[config.mk]
export PLATFORM = sky130hd
export DESIGN_NAME = base64_stream_decoder
export DESIGN_NICKNAME = d
export VERILOG_FILES = /design/src/hw/rtl/b64d_pkg.sv /design/src/hw/rtl/b64d_front.sv /design/src/hw/rtl/b64d_queue.sv /design/src/hw/rtl/b64d_back.sv /design/src/hw/rtl/base64_stream_decoder.sv
export SDC_FILE = /design/constraint.sdc
export NUM_CORES = 1
export LEC_CHECK = 0
export BUFFER_PORTS_ARGS = -buffer_cell sky130_fd_sc_hd__buf_2
export CORE_MARGIN = 2
export CORE_UTILIZATION = 64
export CTS_BUF_LIST = sky130_fd_sc_hd__clkbuf_8 sky130_fd_sc_hd__clkbuf_16
export DETAILED_ROUTE_END_ITERATION = 8
export HOLD_SLACK_MARGIN = 0.02
export MAX_ROUTING_LAYER = met4
export PLACE_DENSITY = 0.82
export SLEW_MARGIN = 20
export SYNTH_ARGS = -nofsm -noshare
export SYNTH_HDL_FRONTEND = slang
export SYNTH_SLANG_ARGS = --single-unit
[constraint.sdc]
create_clock -name clk_i -period 3.2 [get_ports clk_i]
set_input_delay 0.48 -clock clk_i [delete_from_list [all_inputs] [get_ports clk_i]]
set_output_delay 0.48 -clock clk_i [all_outputs]
set_load 0.03 [all_outputs]
[src/hw/rtl/b64d_pkg.sv]
// ----------------------------------------------------------------------------
// b64d_pkg: shared types and constants for the Base64 stream decoder
// Beat structs, the classified item passed from front to back, and the
// character-to-sextet lookup.
// ----------------------------------------------------------------------------
`default_nettype none

package b64d_pkg;

  // Padding character '='
  localparam logic [7:0] PadCode = 8'h3D;

  // Alphabet offsets
  localparam logic [5:0] LowerBase = 6'd26;
  localparam logic [5:0] DigitBase = 6'd52;
  localparam logic [5:0] PlusSextet  = 6'd62;
  localparam logic [5:0] SlashSextet = 6'd63;

  // Position of a character within its group of four
  localparam logic [1:0] PosLead  = 2'd0;
  localparam logic [1:0] PosFirst = 2'd1;
  localparam logic [1:0] PosSecond = 2'd2;
  localparam logic [1:0] PosThird = 2'd3;

  // Queue between front and back
  localparam int unsigned QueueDepth = 4;
  localparam int unsigned QueuePtrW  = $clog2(QueueDepth);

  // Input beat
  typedef struct packed {
    logic [7:0] char_code;
    logic       final_char;
  } b64d_in_t;

  // Output beat
  typedef struct packed {
    logic [7:0] data_byte;
    logic       byte_valid;
    logic       stream_end;
  } b64d_out_t;

  // Classified character, front to back
  typedef struct packed {
    logic [5:0] sextet;
    logic       is_pad;
    logic       final_char;
  } b64d_item_t;

  // Map an ASCII code to its sextet; anything outside the alphabet gives 0
  function automatic logic [5:0] sextet_of(input logic [7:0] c);
    logic [7:0] diff;
    diff = 8'h00;
    if (c inside {[8'h41:8'h5A]}) begin
      diff = c - 8'h41;
      return diff[5:0];
    end else if (c inside {[8'h61:8'h7A]}) begin
      diff = c - 8'h61;
      return diff[5:0] + LowerBase;
    end else if (c inside {[8'h30:8'h39]}) begin
      diff = c - 8'h30;
      return diff[5:0] + DigitBase;
    end else if (c == 8'h2B) begin
      return PlusSextet;
    end else if (c == 8'h2F) begin
      return SlashSextet;
    end
    return 6'd0;
  endfunction

endpackage

`default_nettype wire

[src/hw/rtl/b64d_front.sv]
// ----------------------------------------------------------------------------
// b64d_front: character intake and classification
// Registers each accepted character as its sextet, padding flag and final flag.
// ----------------------------------------------------------------------------
`default_nettype none

module b64d_front import b64d_pkg::*; (
  input  wire        clk_i,
  input  wire        rst_ni,
  input  wire        in_valid_i,
  output logic       in_stall_o,
  input  b64d_in_t   in_data_i,
  output logic       item_valid_o,
  input  wire        item_stall_i,
  output b64d_item_t item_o
);

  logic       valid_q, valid_d;
  b64d_item_t item_q, item_d;
  logic       take;

  // Stall only while a held beat cannot move on
  assign in_stall_o = valid_q & item_stall_i;
  assign take       = in_valid_i & ~in_stall_o;

  // Classify the incoming character
  always_comb begin
    item_d.sextet     = sextet_of(in_data_i.char_code);
    item_d.is_pad     = (in_data_i.char_code == PadCode);
    item_d.final_char = in_data_i.final_char;
  end

  // Hold, refill or drain the stage
  always_comb begin
    valid_d = valid_q;
    if (take) begin
      valid_d = 1'b1;
    end else if (!item_stall_i) begin
      valid_d = 1'b0;
    end
  end

  always_ff @(posedge clk_i or negedge rst_ni) begin
    if (!rst_ni) begin
      valid_q <= 1'b0;
    end else begin
      valid_q <= valid_d;
    end
  end

  always_ff @(posedge clk_i) begin
    if (take) begin
      item_q <= item_d;
    end
  end

  assign item_valid_o = valid_q;
  assign item_o       = item_q;

endmodule

`default_nettype wire

[src/hw/rtl/b64d_queue.sv]
// ----------------------------------------------------------------------------
// b64d_queue: short queue of classified characters
// Decouples intake from decoding so each side can stall on its own.
// ----------------------------------------------------------------------------
`default_nettype none

module b64d_queue import b64d_pkg::*; (
  input  wire        clk_i,
  input  wire        rst_ni,
  input  wire        push_valid_i,
  output logic       push_stall_o,
  input  b64d_item_t push_item_i,
  output logic       pop_valid_o,
  input  wire        pop_stall_i,
  output b64d_item_t pop_item_o
);

  b64d_item_t               mem_q [QueueDepth];
  logic [QueuePtrW-1:0]     wr_ptr_q, rd_ptr_q;
  logic [QueuePtrW:0]       count_q, count_d;
  logic                     push, pop;

  assign push_stall_o = (count_q == (QueuePtrW+1)'(QueueDepth));
  assign pop_valid_o  = (count_q != '0);
  assign push         = push_valid_i & ~push_stall_o;
  assign pop          = pop_valid_o & ~pop_stall_i;

  // Track occupancy
  always_comb begin
    count_d = count_q;
    if (push && !pop) begin
      count_d = count_q + 1'b1;
    end else if (pop && !push) begin
      count_d = count_q - 1'b1;
    end
  end

  // Advance pointers
  always_ff @(posedge clk_i or negedge rst_ni) begin
    if (!rst_ni) begin
      wr_ptr_q <= '0;
      rd_ptr_q <= '0;
      count_q  <= '0;
    end else begin
      if (push) begin
        wr_ptr_q <= wr_ptr_q + 1'b1;
      end
      if (pop) begin
        rd_ptr_q <= rd_ptr_q + 1'b1;
      end
      count_q <= count_d;
    end
  end

  // Store entries
  always_ff @(posedge clk_i) begin
    if (push) begin
      mem_q[wr_ptr_q] <= push_item_i;
    end
  end

  assign pop_item_o = mem_q[rd_ptr_q];

endmodule

`default_nettype wire

[src/hw/rtl/b64d_back.sv]
// ----------------------------------------------------------------------------
// b64d_back: group tracking and byte assembly
// Joins consecutive sextets into bytes and registers one result per character.
// ----------------------------------------------------------------------------
`default_nettype none

module b64d_back import b64d_pkg::*; (
  input  wire        clk_i,
  input  wire        rst_ni,
  input  wire        item_valid_i,
  output logic       item_stall_o,
  input  b64d_item_t item_i,
  output logic       out_valid_o,
  input  wire        out_stall_i,
  output b64d_out_t  out_data_o
);

  logic [1:0] pos_q, pos_d;
  logic [5:0] held_q, held_d;
  logic       out_valid_q, out_valid_d;
  b64d_out_t  out_q, out_d;
  logic       take;

  // Take a new item whenever the output register is free or draining
  assign item_stall_o = out_valid_q & out_stall_i;
  assign take         = item_valid_i & ~item_stall_o;

  // Assemble the byte for this position
  always_comb begin
    out_d.data_byte  = 8'h00;
    out_d.byte_valid = 1'b0;
    out_d.stream_end = item_i.final_char;
    case (pos_q)
      PosFirst: begin
        out_d.data_byte  = {held_q, item_i.sextet[5:4]};
        out_d.byte_valid = 1'b1;
      end
      PosSecond: begin
        if (!item_i.is_pad) begin
          out_d.data_byte  = {held_q[3:0], item_i.sextet[5:2]};
          out_d.byte_valid = 1'b1;
        end
      end
      PosThird: begin
        if (!item_i.is_pad) begin
          out_d.data_byte  = {held_q[1:0], item_i.sextet};
          out_d.byte_valid = 1'b1;
        end
      end
      default: begin
      end
    endcase
  end

  // Advance the group, or restart it at the end of a stream
  always_comb begin
    if (item_i.final_char) begin
      pos_d  = PosLead;
      held_d = 6'd0;
    end else begin
      pos_d  = pos_q + 1'b1;
      held_d = item_i.sextet;
    end
  end

  always_comb begin
    out_valid_d = out_valid_q;
    if (take) begin
      out_valid_d = 1'b1;
    end else if (!out_stall_i) begin
      out_valid_d = 1'b0;
    end
  end

  always_ff @(posedge clk_i or negedge rst_ni) begin
    if (!rst_ni) begin
      pos_q       <= PosLead;
      held_q      <= 6'd0;
      out_valid_q <= 1'b0;
    end else begin
      if (take) begin
        pos_q  <= pos_d;
        held_q <= held_d;
      end
      out_valid_q <= out_valid_d;
    end
  end

  always_ff @(posedge clk_i) begin
    if (take) begin
      out_q <= out_d;
    end
  end

  assign out_valid_o = out_valid_q;
  assign out_data_o  = out_q;

endmodule

`default_nettype wire

[src/hw/rtl/base64_stream_decoder.sv]
// ----------------------------------------------------------------------------
// base64_stream_decoder: streaming Base64 character decoder
// Accepts one character per beat and returns one result beat per character.
// ----------------------------------------------------------------------------
// Sustains one character per clock cycle in both directions while neither
// side stalls. Each beat gives exactly one result beat: a decoded byte with
// byte_valid set when the character completes one, and stream_end copied
// from final_char. A result passes from the intake register into the
// four-entry queue and then into the output register, where the group
// position and held sextet update.
// Either side may stall; the queue lets intake keep running while results
// wait to be taken.
`default_nettype none

module base64_stream_decoder import b64d_pkg::*; (
  input  wire       clk_i,
  input  wire       rst_ni,
  input  wire       in_valid_i,
  output logic      in_stall_o,
  input  b64d_in_t  in_data_i,
  output logic      out_valid_o,
  input  wire       out_stall_i,
  output b64d_out_t out_data_o
);

  logic       fr_valid, fr_stall;
  b64d_item_t fr_item;
  logic       bk_valid, bk_stall;
  b64d_item_t bk_item;

  // Classify incoming characters
  b64d_front u_front (
    .clk_i        (clk_i),
    .rst_ni       (rst_ni),
    .in_valid_i   (in_valid_i),
    .in_stall_o   (in_stall_o),
    .in_data_i    (in_data_i),
    .item_valid_o (fr_valid),
    .item_stall_i (fr_stall),
    .item_o       (fr_item)
  );

  // Buffer between intake and decoding
  b64d_queue u_queue (
    .clk_i        (clk_i),
    .rst_ni       (rst_ni),
    .push_valid_i (fr_valid),
    .push_stall_o (fr_stall),
    .push_item_i  (fr_item),
    .pop_valid_o  (bk_valid),
    .pop_stall_i  (bk_stall),
    .pop_item_o   (bk_item)
  );

  // Assemble bytes
  b64d_back u_back (
    .clk_i        (clk_i),
    .rst_ni       (rst_ni),
    .item_valid_i (bk_valid),
    .item_stall_o (bk_stall),
    .item_i       (bk_item),
    .out_valid_o  (out_valid_o),
    .out_stall_i  (out_stall_i),
    .out_data_o   (out_data_o)
  );

endmodule

`default_nettype wire

==> results of run 1 <==
-- logic make-up (layout without fill, tap and decap cells) --
group           Yosys count  after routing  synth area share (%)
flops                    67             67                  60.4
simple gates             63             63                  10.1
compound gates           38             38                  8.98
buf+inv                  20             52                  2.94
fa+ha+maj                19             19                  7.69
xor+xnor                 12             12                  3.30
mux                      12             12                  6.59
-- per-stage QoR --
step                instance area (um^2)  std cells
CTS                                 3500        330
finish                              3500        330
detailed placement                  3340        314
global route                        3500        330
global placement                    3340        314
floorplan                           3190        231
-- flip-flops by register name (all words and copies together), names as in the netlist --
| signal | cells |
|---|---|
| u_queue.mem_q | 32 |
| u_queue.count_q | 3 |
| u_queue.rd_ptr_q | 2 |
| u_back.out_data_o | 10 |
| u_front.item_o | 8 |
| u_queue.wr_ptr_q | 2 |
| u_back.pos_q | 2 |
| u_front.item_valid_o | 1 |
| u_back.out_valid_o | 1 |
| u_back.held_q | 6 |
-- layer usage --
metal / track usage [%] / wire length [um] / vias up
met4: 10.1 / 103 / 0
met5: - / 0 / -
met1: 25.8 / 2120 / 893
met3: 5.42 / 194 / 9
met2: 33.9 / 2440 / 47
li1: - / - / 909
-- final timing paths --
kind | from | to
min in group clk_i | in_data_i[0] | u_front.item_o[0]
max in group asynchronous | rst_ni | u_back.pos_q[1]
hold reg to reg | u_back.held_q[4] | u_back.held_q[4]
hold / removal | rst_ni | u_front.item_valid_o
setup reg to reg | u_queue.count_q[2] | u_queue.count_q[2]
setup / recovery | u_queue.count_q[2] | u_queue.count_q[2]
-- cells in the mapped netlist (2+ instances only) --
cell type  number  area share, %
buf_2           3           0.47
mux2i_1         3           0.94
nand2b_1        7            1.4
nand3_1         3           0.47
dfrtp_1        17             13
inv_1          12            1.4
buf_1           2           0.24
a22oi_1         2           0.47
nor3_1          3           0.47
o21ai_0        11            1.7
nor2b_1         4           0.78
a21oi_1         4           0.63
or3_1           2           0.39
mux4_2          7            4.9
a222oi_1        8            2.5
edfxtp_1       50             47
nand2_1        16            1.9
a2bb2oi_1       4            1.1
xnor2_1         8            2.2
ha_1           18            7.1
mux2_2          2           0.71
xor2_1          4            1.1
and2_1          6            1.2
nor2_1         16            1.9
buf_6           2           0.71
-- layout make-up --
type                    count  area share, %
clock buffers               9           3.54
clock inverters             7          0.823
inverters                  12           1.29
multi-input cells         144           33.4
flip-flops and latches     67           55.1
well taps                  67           2.40
repair buffers             24           3.43
-- power by group through the flow --
stage	logic [mW]	registers, mW	clock network (mW)
2_1_floorplan	0.674	1.44	0
3_3_place_gp	0.886	1.41	0
3_5_place_dp	0.908	1.42	0
4_1_cts	0.912	1.41	0.550
5_1_grt	1.01	1.44	0.585
6_report	0.904	1.40	0.543
==> reports/qor.csv, run 1 <==
stage;metric;value;unit
timing;Slew headroom;50.7;%
critical_path;Worst path depth;8;
finish;commonest non-fill, non-tap cell in the layout;edfxtp_1;
global_routing;initial antenna violation count;0;
critical_path;startpoint type of the worst setup path;register;
timing;setup TNS;0;ps
global_routing;first-pass GRT wire length;8430;um
placement;# port buffers;24;
synthesis;Syn Std Cell Area;3190;um^2
global_routing;total global-route track usage;21.4;%
placement;routability cong.;0.962;
routing;initial drt markers;154;
routing;DRC;0;
critical_path;Crit path max-delay family;adder cells;
power_and_ir_drop;Sw Ratio;34.2;%
critical_path;crit-path max FO;16;
global_routing;GRT overflow;0;
run_status;outcome;completed;
synthesis;Seq/Total Area, Yosys;60.4;%
power_and_ir_drop;sw power;0.975;mW
finish;most frequent cells in the layout;edfxtp_1, buf_2, ha_1, dfrtp_1;
routing;via count;1858;
synthesis;Post-synth ARST share;25.4;%
power_and_ir_drop;combinational share of power;31.7;%
critical_path;Top cell by count, worst path;xor2_1;
power_and_ir_drop;Max VDD drop;0.470;mV
clock_tree;CTS tree;built;
timing;Hold Vio Cnt, Final;0;
routing;Via density;5.63;
timing;Slew Viols, Final;0;
critical_path;Crit-path slowest cell;dfrtp_1;
timing;setup violators final;0;
power_and_ir_drop;clock share of power;19.0;%
die;Starting Density;67.1;%
die;Die X;74.6;um
timing;Hold Slack;61.4;ps
global_routing;largest net degree at the start of global routing;18;
clock_tree;worst skew pair latency;330;ps
critical_path;cell chain of the critical path;nor3_1, a21o_1, ha_1, inv_1, fa_1, xor2_1, nor2_1, xor2_1;
critical_path;Worst EP arrival;2530;ps
die;core box area;4750;um^2
critical_path;CP Data Required Time;3450;ps
die;row cnt;25;
finish;Fillers;313;
placement;Final HPWL DP;3560;um
placement;setup slack at placement;923;ps
die;chip height;74.6;um
power_and_ir_drop;Pwr Total;2.85;mW
critical_path;crit-path max cell delay;420;ps
job;max_cap viols;0;
synthesis;Top FF cell, synth;edfxtp_1;
clock_tree;CTS buffer count;9;
timing;Max Clk Rate;0.439;GHz
timing;RSZ-0062 raised after global routing;no;
routing;drt pass-1 iters;4;
clock_tree;Resized cells post-CTS;0;
power_and_ir_drop;Flop pwr share;49.2;%
min_path;HP Class;in -> async;
finish;share of layout cells above drive strength 1;18.3;%
routing;Routed Wire Length;4860;um
die;IO Pins;25;
synthesis;yosys warns;0;
clock_tree;number of hold buffers added after CTS;0;
synthesis;cells after synthesis;231;
critical_path;Worst Setup End Kind;register;
clock_tree;Setup Buffers After CTS;0;
finish;Ant. Diodes;0;
clock_tree;Clock Pin Slew Worst Setup and Hold Paths;70;ps
synthesis;syn_area_per_cell;13.8;um^2
finish;synthesis-to-finish area growth;9.65;%
critical_path;WS Path Type;reg -> reg;
power_and_ir_drop;Internal Pwr Total;1.88;mW
timing;final worst slack;924;ps
finish;register area;1930;um^2
synthesis;distinct cell type count after synthesis;42;
clock_tree;CTS Sinks;67;
timing;Final Cycle Share;71.1;%
routing;antenna violation net count after detailed routing;0;
synthesis;#FFs+latches synth;67;
clock_tree;CTS H-tree depth;3;
synthesis;Post-Syn Nets;263;
finish;fin nets;290;
critical_path;Critical path buffers and inverters;1;
critical_path;r2r setup slk;920;ps
clock_tree;root buf cell;clkbuf_8;
finish;multi-input logic area;1170;um^2
timing;Worst-Margin Slew;738;ps
power_and_ir_drop;pwr/cell area;815;nW/um^2
timing;Clock Skew;11.2;ps
global_routing;vias in the first global route;1819;
power_and_ir_drop;total leakage power;1.38;nW
critical_path;reg2reg path depth;8;
die;die area;5560;um^2
timing;post-layout min period;2280;ps
clock_tree;Longest Clk Path Bufs;2;
routing;Avg WL per Cell;14.7;um
finish;fin util;73.6;%
synthesis;EDFF count, synth;50;
Power figures use the tool's default switching activity.
==> run 2, diff against run 1 <==
Settings changed: CORE_UTILIZATION 64 to 54, PLACE_DENSITY 0.82 to 0.74.
Clock period 3.2 ns to 2 ns, I/O delays scaled along.
==> reports/qor.csv, run 2 (synthesis gave the netlist of run 1 again) <==
stage;metric;value;unit;change
finish;fin nets;303;;+4.5%
routing;DRC;0;;unchanged
timing;Slew Viols, Final;0;;unchanged
global_routing;vias in the first global route;1897;;+4.3%
clock_tree;CTS buffer count;9;;unchanged
run_status;outcome;completed;;
power_and_ir_drop;pwr/cell area;1410;nW/um^2;+73%
finish;max FFs per register;32;;unchanged
die;core box area;5610;um^2;+18%
routing;antenna violation net count after detailed routing;0;;unchanged
min_path;worst hold endpoint;u_front.item_o[0];;
global_routing;initial antenna violation count;0;;unchanged
global_routing;grt met2 use;31.7;%;-2.3 points
die;Starting Density;56.9;%;-10 points
critical_path;r2r setup slk;110;ps;-810 ps
finish;final instance count without filler cells;348;;+5.5%
timing;Final Cycle Share;94.5;%;+23 points
die;IO Pins;25;;unchanged
placement;# port buffers;24;;unchanged
global_routing;largest net degree at the start of global routing;18;;unchanged
job;max_cap viols;0;;unchanged
routing;via count;1928;;+3.8%
die;chip height;80.9;um;+8.4%
finish;Ant. Diodes;0;;unchanged
global_routing;total global-route track usage;19.1;%;-2.3 points
routing;Routed Wire Length;5370;um;+11%
critical_path;Worst EP arrival;2150;ps;-380 ps
critical_path;Worst Setup End Kind;register;;
timing;setup violators final;0;;unchanged
critical_path;startpoint type of the worst setup path;register;;
finish;Largest Register;u_queue.mem_q;;
die;Die X;80.9;um;+8.4%
power_and_ir_drop;total leakage power;1.49;nW;+8.1%
timing;Max Clk Rate;0.529;GHz;+20%
clock_tree;CTS tree;built;;
timing;RSZ-0062 raised after global routing;no;;
global_routing;GRT Max-Usage Layer;met2;;
routing;Avg WL per Cell;15.4;um;+4.8%
placement;Cells after DPL;330;;+5.1%
routing;drt pass-1 iters;4;;unchanged
finish;most frequent cells in the layout;edfxtp_1, buf_2, ha_1, nor2_1, nand2_1;;
critical_path;worst reg2reg path endpoint;u_queue.count_q[2];;
finish;synthesis-to-finish area growth;17.1;%;
die;die area;6540;um^2;+17%
finish;commonest non-fill, non-tap cell in the layout;edfxtp_1;;
die;row cnt;27;;+8.0%
global_routing;first-pass GRT wire length;8980;um;+6.5%
timing;Worst-Margin Slew;533;ps;-205 ps
critical_path;RR Startpoint;u_queue.count_q[2];;
clock_tree;root buf cell;clkbuf_8;;
clock_tree;Longest Clk Path Bufs;2;;unchanged
timing;final worst slack;110;ps;-814 ps
critical_path;CP Data Required Time;2260;ps;-1190 ps
routing;Via density;5.54;;-1.6%
global_routing;grt met1 use;22.2;%;-3.6 points
min_path;Worst Min Path Start;in_data_i[0];;
timing;Slew headroom;64.1;%;+13 points
routing;initial drt markers;106;;-31%
timing;Clock Skew;9.64;ps;-1.53 ps
min_path;HP Class;in -> reg;;
placement;routability cong.;0.937;;-2.6%
clock_tree;Clock Pin Slew Worst Setup and Hold Paths;70;ps;about the same
placement;setup slack at placement;-8.14;ps;-931 ps
timing;post-layout min period;1890;ps;-386 ps
critical_path;crit-path max FO;3;;-13
critical_path;CP Launch Point;u_queue.count_q[2];;
power_and_ir_drop;Max VDD drop;0.864;mV;+84%
finish;share of layout cells above drive strength 1;23.9;%;+5.7 points
clock_tree;CTS H-tree depth;3;;unchanged
global_routing;GRT overflow;0;;unchanged
timing;Hold Vio Cnt, Final;0;;unchanged
clock_tree;worst skew pair latency;330;ps;about the same
critical_path;WS Path Type;reg -> reg;;
critical_path;reg2reg path depth;8;;unchanged
global_routing;met3 Use GR;5.67;%;+0.25 points
placement;Final HPWL DP;4090;um;+15%
min_path;Hold Crit Depth;1;;
clock_tree;CTS Sinks;67;;unchanged
[run 2: final cells by class]
class | instances | area, um^2
multi-input cells | 144 | 1180
clock inverters | 7 | 133
fillers | 443 | 1870
flip-flops and latches | 67 | 1930
well taps | 72 | 90.1
repair buffers | 37 | 233
inverters | 12 | 45.0
clock buffers | 9 | 124
[run 2: per-layer routing]
layer / wire length (um) / up-vias
li1: - / 937
met1: 2340 / 951
met2: 2790 / 35
met3: 171 / 5
met4: 60 / 0
met5: 0 / -
[run 2: repair_timing]
action	4_1_cts	5_1_grt
endpoints found under the setup margin	0	1
gates resized for setup	0	3
hold buffers	1	0
hold endpoints to repair	17	0
setup buffers	0	1
[run 2: worst max path at each step]
stage | end | slack [ps] | cells after the start
2_1_floorplan | u_queue.count_q[2] | 20 | 9
3_3_place_gp | u_front.item_o[5] | 50 | 8
6_report | u_queue.count_q[2] | 110 | 8
4_1_cts | u_queue.count_q[2] | 90 | 8
5_1_grt | u_queue.count_q[2] | 6 | 8
3_5_place_dp | u_front.item_o[5] | -8 | 8
[run 2: metrics by stage]
stage / power (mW) / util, % / hold slack [ps] / cell area (um^2) / setup TNS [ps]
after global placement: 3.79 / 61.5 / 251 / 3450 / 0
after detailed placement: 3.87 / 61.5 / 253 / 3450 / -8.14
after CTS: 5.29 / 66.3 / 137 / 3720 / 0
after floorplan: 3.40 / - / 4.41 / 3200 / 0
final: 5.27 / 66.6 / 150 / 3730 / 0
after global routing: 5.59 / 66.6 / 128 / 3730 / 0
[run 2: worst max-delay path, stage by stage (launching register included)]
cell and delay (ps):
dfrtp_1 410, buf_4 160, a21boi_1 190, ha_1 220
inv_1 60, fa_1 370, xor2_1 150, nor2_1 110
xor2_1 140
[run 2: where the power goes]
part / internal, mW / switching (mW) / leakage, nW
combinational: 0.711 / 0.954 / 0.674
sequential: 1.98 / 0.213 / 0.683
clock: 0.943 / 0.465 / 0.136
total: 3.63 / 1.63 / 1.49
==> run 3, diff against run 2 <==
==> constraint.sdc (replaced) <==
create_clock -name clk_i -period 2 [get_ports clk_i]
set_input_delay 0.2 -clock clk_i [delete_from_list [all_inputs] [get_ports clk_i]]
set_output_delay 0.2 -clock clk_i [all_outputs]
set_load 0.03 [all_outputs]
==> reports/qor.csv, run 3 (synthesis gave the netlist of run 1 again) <==
stage;metric;value;unit;change
min_path;Hold Crit Depth;2;;+1
routing;metal2 WL;2760;um;-1.3%
timing;Hold Vio Cnt, Final;0;;unchanged
critical_path;crit-path max FO;4;;+1
critical_path;cell chain of the critical path;nor3_4, a21o_1, ha_2, inv_1, fa_1, xor2_1, nor2_1, xor2_1;;
critical_path;reg2reg path depth;8;;unchanged
critical_path;worst reg2reg path endpoint;u_queue.count_q[2];;
timing;Slew headroom;68.1;%;+4.0 points
critical_path;Worst Setup End Kind;register;;
routing;Avg WL per Cell;15.3;um;-1.0%
placement;routability cong.;0.946;;+0.94%
clock_tree;CTS H-tree depth;3;;unchanged
critical_path;Crit path max-delay family;adder cells;;
min_path;Worst Min Path Start;in_valid_i;;
routing;M1 wire length;2300;um;-2.0%
finish;commonest non-fill, non-tap cell in the layout;edfxtp_1;;
global_routing;total global-route track usage;18.6;%;-0.55 points
job;max_cap viols;0;;unchanged
critical_path;WS Path Type;reg -> reg;;
timing;Worst-Margin Slew;479;ps;-54.8 ps
routing;initial drt markers;92;;-13%
timing;Final Cycle Share;95.0;%;+0.53 points
power_and_ir_drop;pwr/cell area;1370;nW/um^2;-3.0%
critical_path;r2r setup slk;100;ps;about the same
critical_path;Top cell by count, worst path;xor2_1;;
critical_path;startpoint type of the worst setup path;register;;
routing;Routed Wire Length;5350;um;-0.43%
routing;DRC;0;;unchanged
min_path;HP Class;in -> reg;;
finish;Largest Register;u_queue.mem_q;;
die;core box area;5610;um^2;unchanged
timing;Max Clk Rate;0.526;GHz;-0.56%
clock_tree;Longest Clk Path Bufs;2;;unchanged
finish;most frequent cells in the layout;edfxtp_1, buf_2, ha_1, nor2_1, nand2_1;;
power_and_ir_drop;Pwr Total;5.09;mW;-3.4%
die;Die X;80.9;um;unchanged
min_path;worst hold endpoint;u_front.item_valid_o;;
clock_tree;CTS tree;built;;
clock_tree;Clock Pin Slew Worst Setup and Hold Paths;70;ps;about the same
finish;Ant. Diodes;0;;unchanged
critical_path;crit-path max cell delay;450;ps;+40 ps
routing;via count;1904;;-1.2%
finish;fin nets;305;;+0.66%
timing;Clock Skew;7.68;ps;-1.96 ps
power_and_ir_drop;total leakage power;1.47;nW;-1.6%
clock_tree;worst skew pair latency;340;ps;about the same
die;Starting Density;56.9;%;unchanged
placement;setup slack at placement;85.2;ps;+93.4 ps
die;die area;6540;um^2;unchanged
clock_tree;CTS buffer count;9;;unchanged
die;IO Pins;25;;unchanged
routing;Top Layer Used;met4;;
power_and_ir_drop;Max VDD drop;0.686;mV;-21%
global_routing;first-pass GRT wire length;8630;um;-3.9%
finish;max FFs per register;32;;unchanged
routing;drt pass-1 iters;5;;+1
routing;Via density;5.44;;-1.8%
clock_tree;CTS Sinks;67;;unchanged
critical_path;Crit-path slowest cell;dfrtp_2;;
die;chip height;80.9;um;unchanged
timing;Slew Viols, Final;0;;unchanged
global_routing;initial antenna violation count;0;;unchanged
critical_path;CP Data Required Time;2260;ps;about the same
run_status;outcome;completed;;
placement;Final HPWL DP;3750;um;-8.3%
finish;share of layout cells above drive strength 1;25.2;%;+1.3 points
timing;setup TNS;0;ps;unchanged
global_routing;largest net degree at the start of global routing;18;;unchanged
critical_path;Worst EP arrival;2170;ps;+20 ps
die;row cnt;27;;unchanged
timing;setup violators final;0;;unchanged
global_routing;GRT overflow;0;;unchanged
timing;final worst slack;99.8;ps;-10.5 ps
critical_path;Critical path buffers and inverters;1;;-1
routing;met3 WL;206;um;+20%
finish;synthesis-to-finish area growth;16.6;%;
finish;fin util;66.3;%;-0.29 points
clock_tree;root buf cell;clkbuf_8;;
routing;antenna violation net count after detailed routing;0;;unchanged
timing;post-layout min period;1900;ps;+10.5 ps
timing;RSZ-0062 raised after global routing;no;;
global_routing;vias in the first global route;1851;;-2.4%
placement;# port buffers;24;;unchanged
timing;Hold Slack;64.9;ps;-85.3 ps
critical_path;RR Startpoint;u_queue.count_q[0];;
==> run 3: cell count changes in the layout (fill, tap and decap cells not counted), sizes merged <==
cell / delta
clkinvlp: +2
inv: -2
buf: +1
bufinv: -2
dlygate4sd3: +1
clkinv: +2
==> run 3: area by class of cell <==
type / instances / area (um^2)
flip-flops and latches: 67 / 1930
fillers: 430 / 1890
multi-input cells: 144 / 1190
repair buffers: 39 / 250
clock buffers: 9 / 124
clock inverters: 7 / 92.6
well taps: 72 / 90.1
inverters: 12 / 45.0
==> run 3: worst max path at each step <==
| stage | from | slack, ps | depth (start not counted) | end |
|---|---|---|---|---|
| 6_report | u_queue.count_q[0] | 100 | 8 | u_queue.count_q[2] |
| 5_1_grt | u_queue.count_q[0] | 10 | 8 | u_queue.count_q[2] |
| 4_1_cts | u_queue.count_q[0] | 70 | 8 | u_queue.count_q[2] |
| 3_5_place_dp | in_data_i[1] | 90 | 8 | u_front.item_o[5] |
| 3_3_place_gp | in_data_i[1] | 120 | 8 | u_front.item_o[5] |
| 2_1_floorplan | u_queue.count_q[0] | 20 | 9 | u_queue.count_q[2] |
==> run 3: worst reg2reg max path: cells and delay by family, from the launching register on <==
family          cells  cell delay (ps)
fa+ha+maj           2              560
flops               1              450
simple gates        2              340
xor+xnor            2              300
compound gates      1              130
buf+inv             1               50
==> run 3: report_power, final <==
group          total [mW]  internal (mW)  switching, mW  leakage, nW
sequential           2.20           1.98          0.222        0.683
combinational        1.70          0.736          0.961        0.683
clock                1.19          0.696          0.492        0.103
total                5.09           3.41           1.67         1.47
==> run 3: per-layer routing <==
layer	vias to the layer above	global-route usage (%)
li1	940	-
met2	41	30.3
met5	-	-
met1	917	21.0
met4	0	6.95
met3	6	6.89
==> run 3: stage by stage <==
step | cell area, um^2 | std cells
2_1_floorplan | 3200 | 231
3_3_place_gp | 3440 | 329
3_5_place_dp | 3440 | 329
4_1_cts | 3680 | 347
5_1_grt | 3720 | 350
6_report | 3720 | 350
==> run 3: repair_timing <==
item,CTS,global route
buffers inserted,0,3
endpoints found under the setup margin,0,2
gates resized for setup,0,5
hold endpoints to repair,18,0
hold buffers,2,0
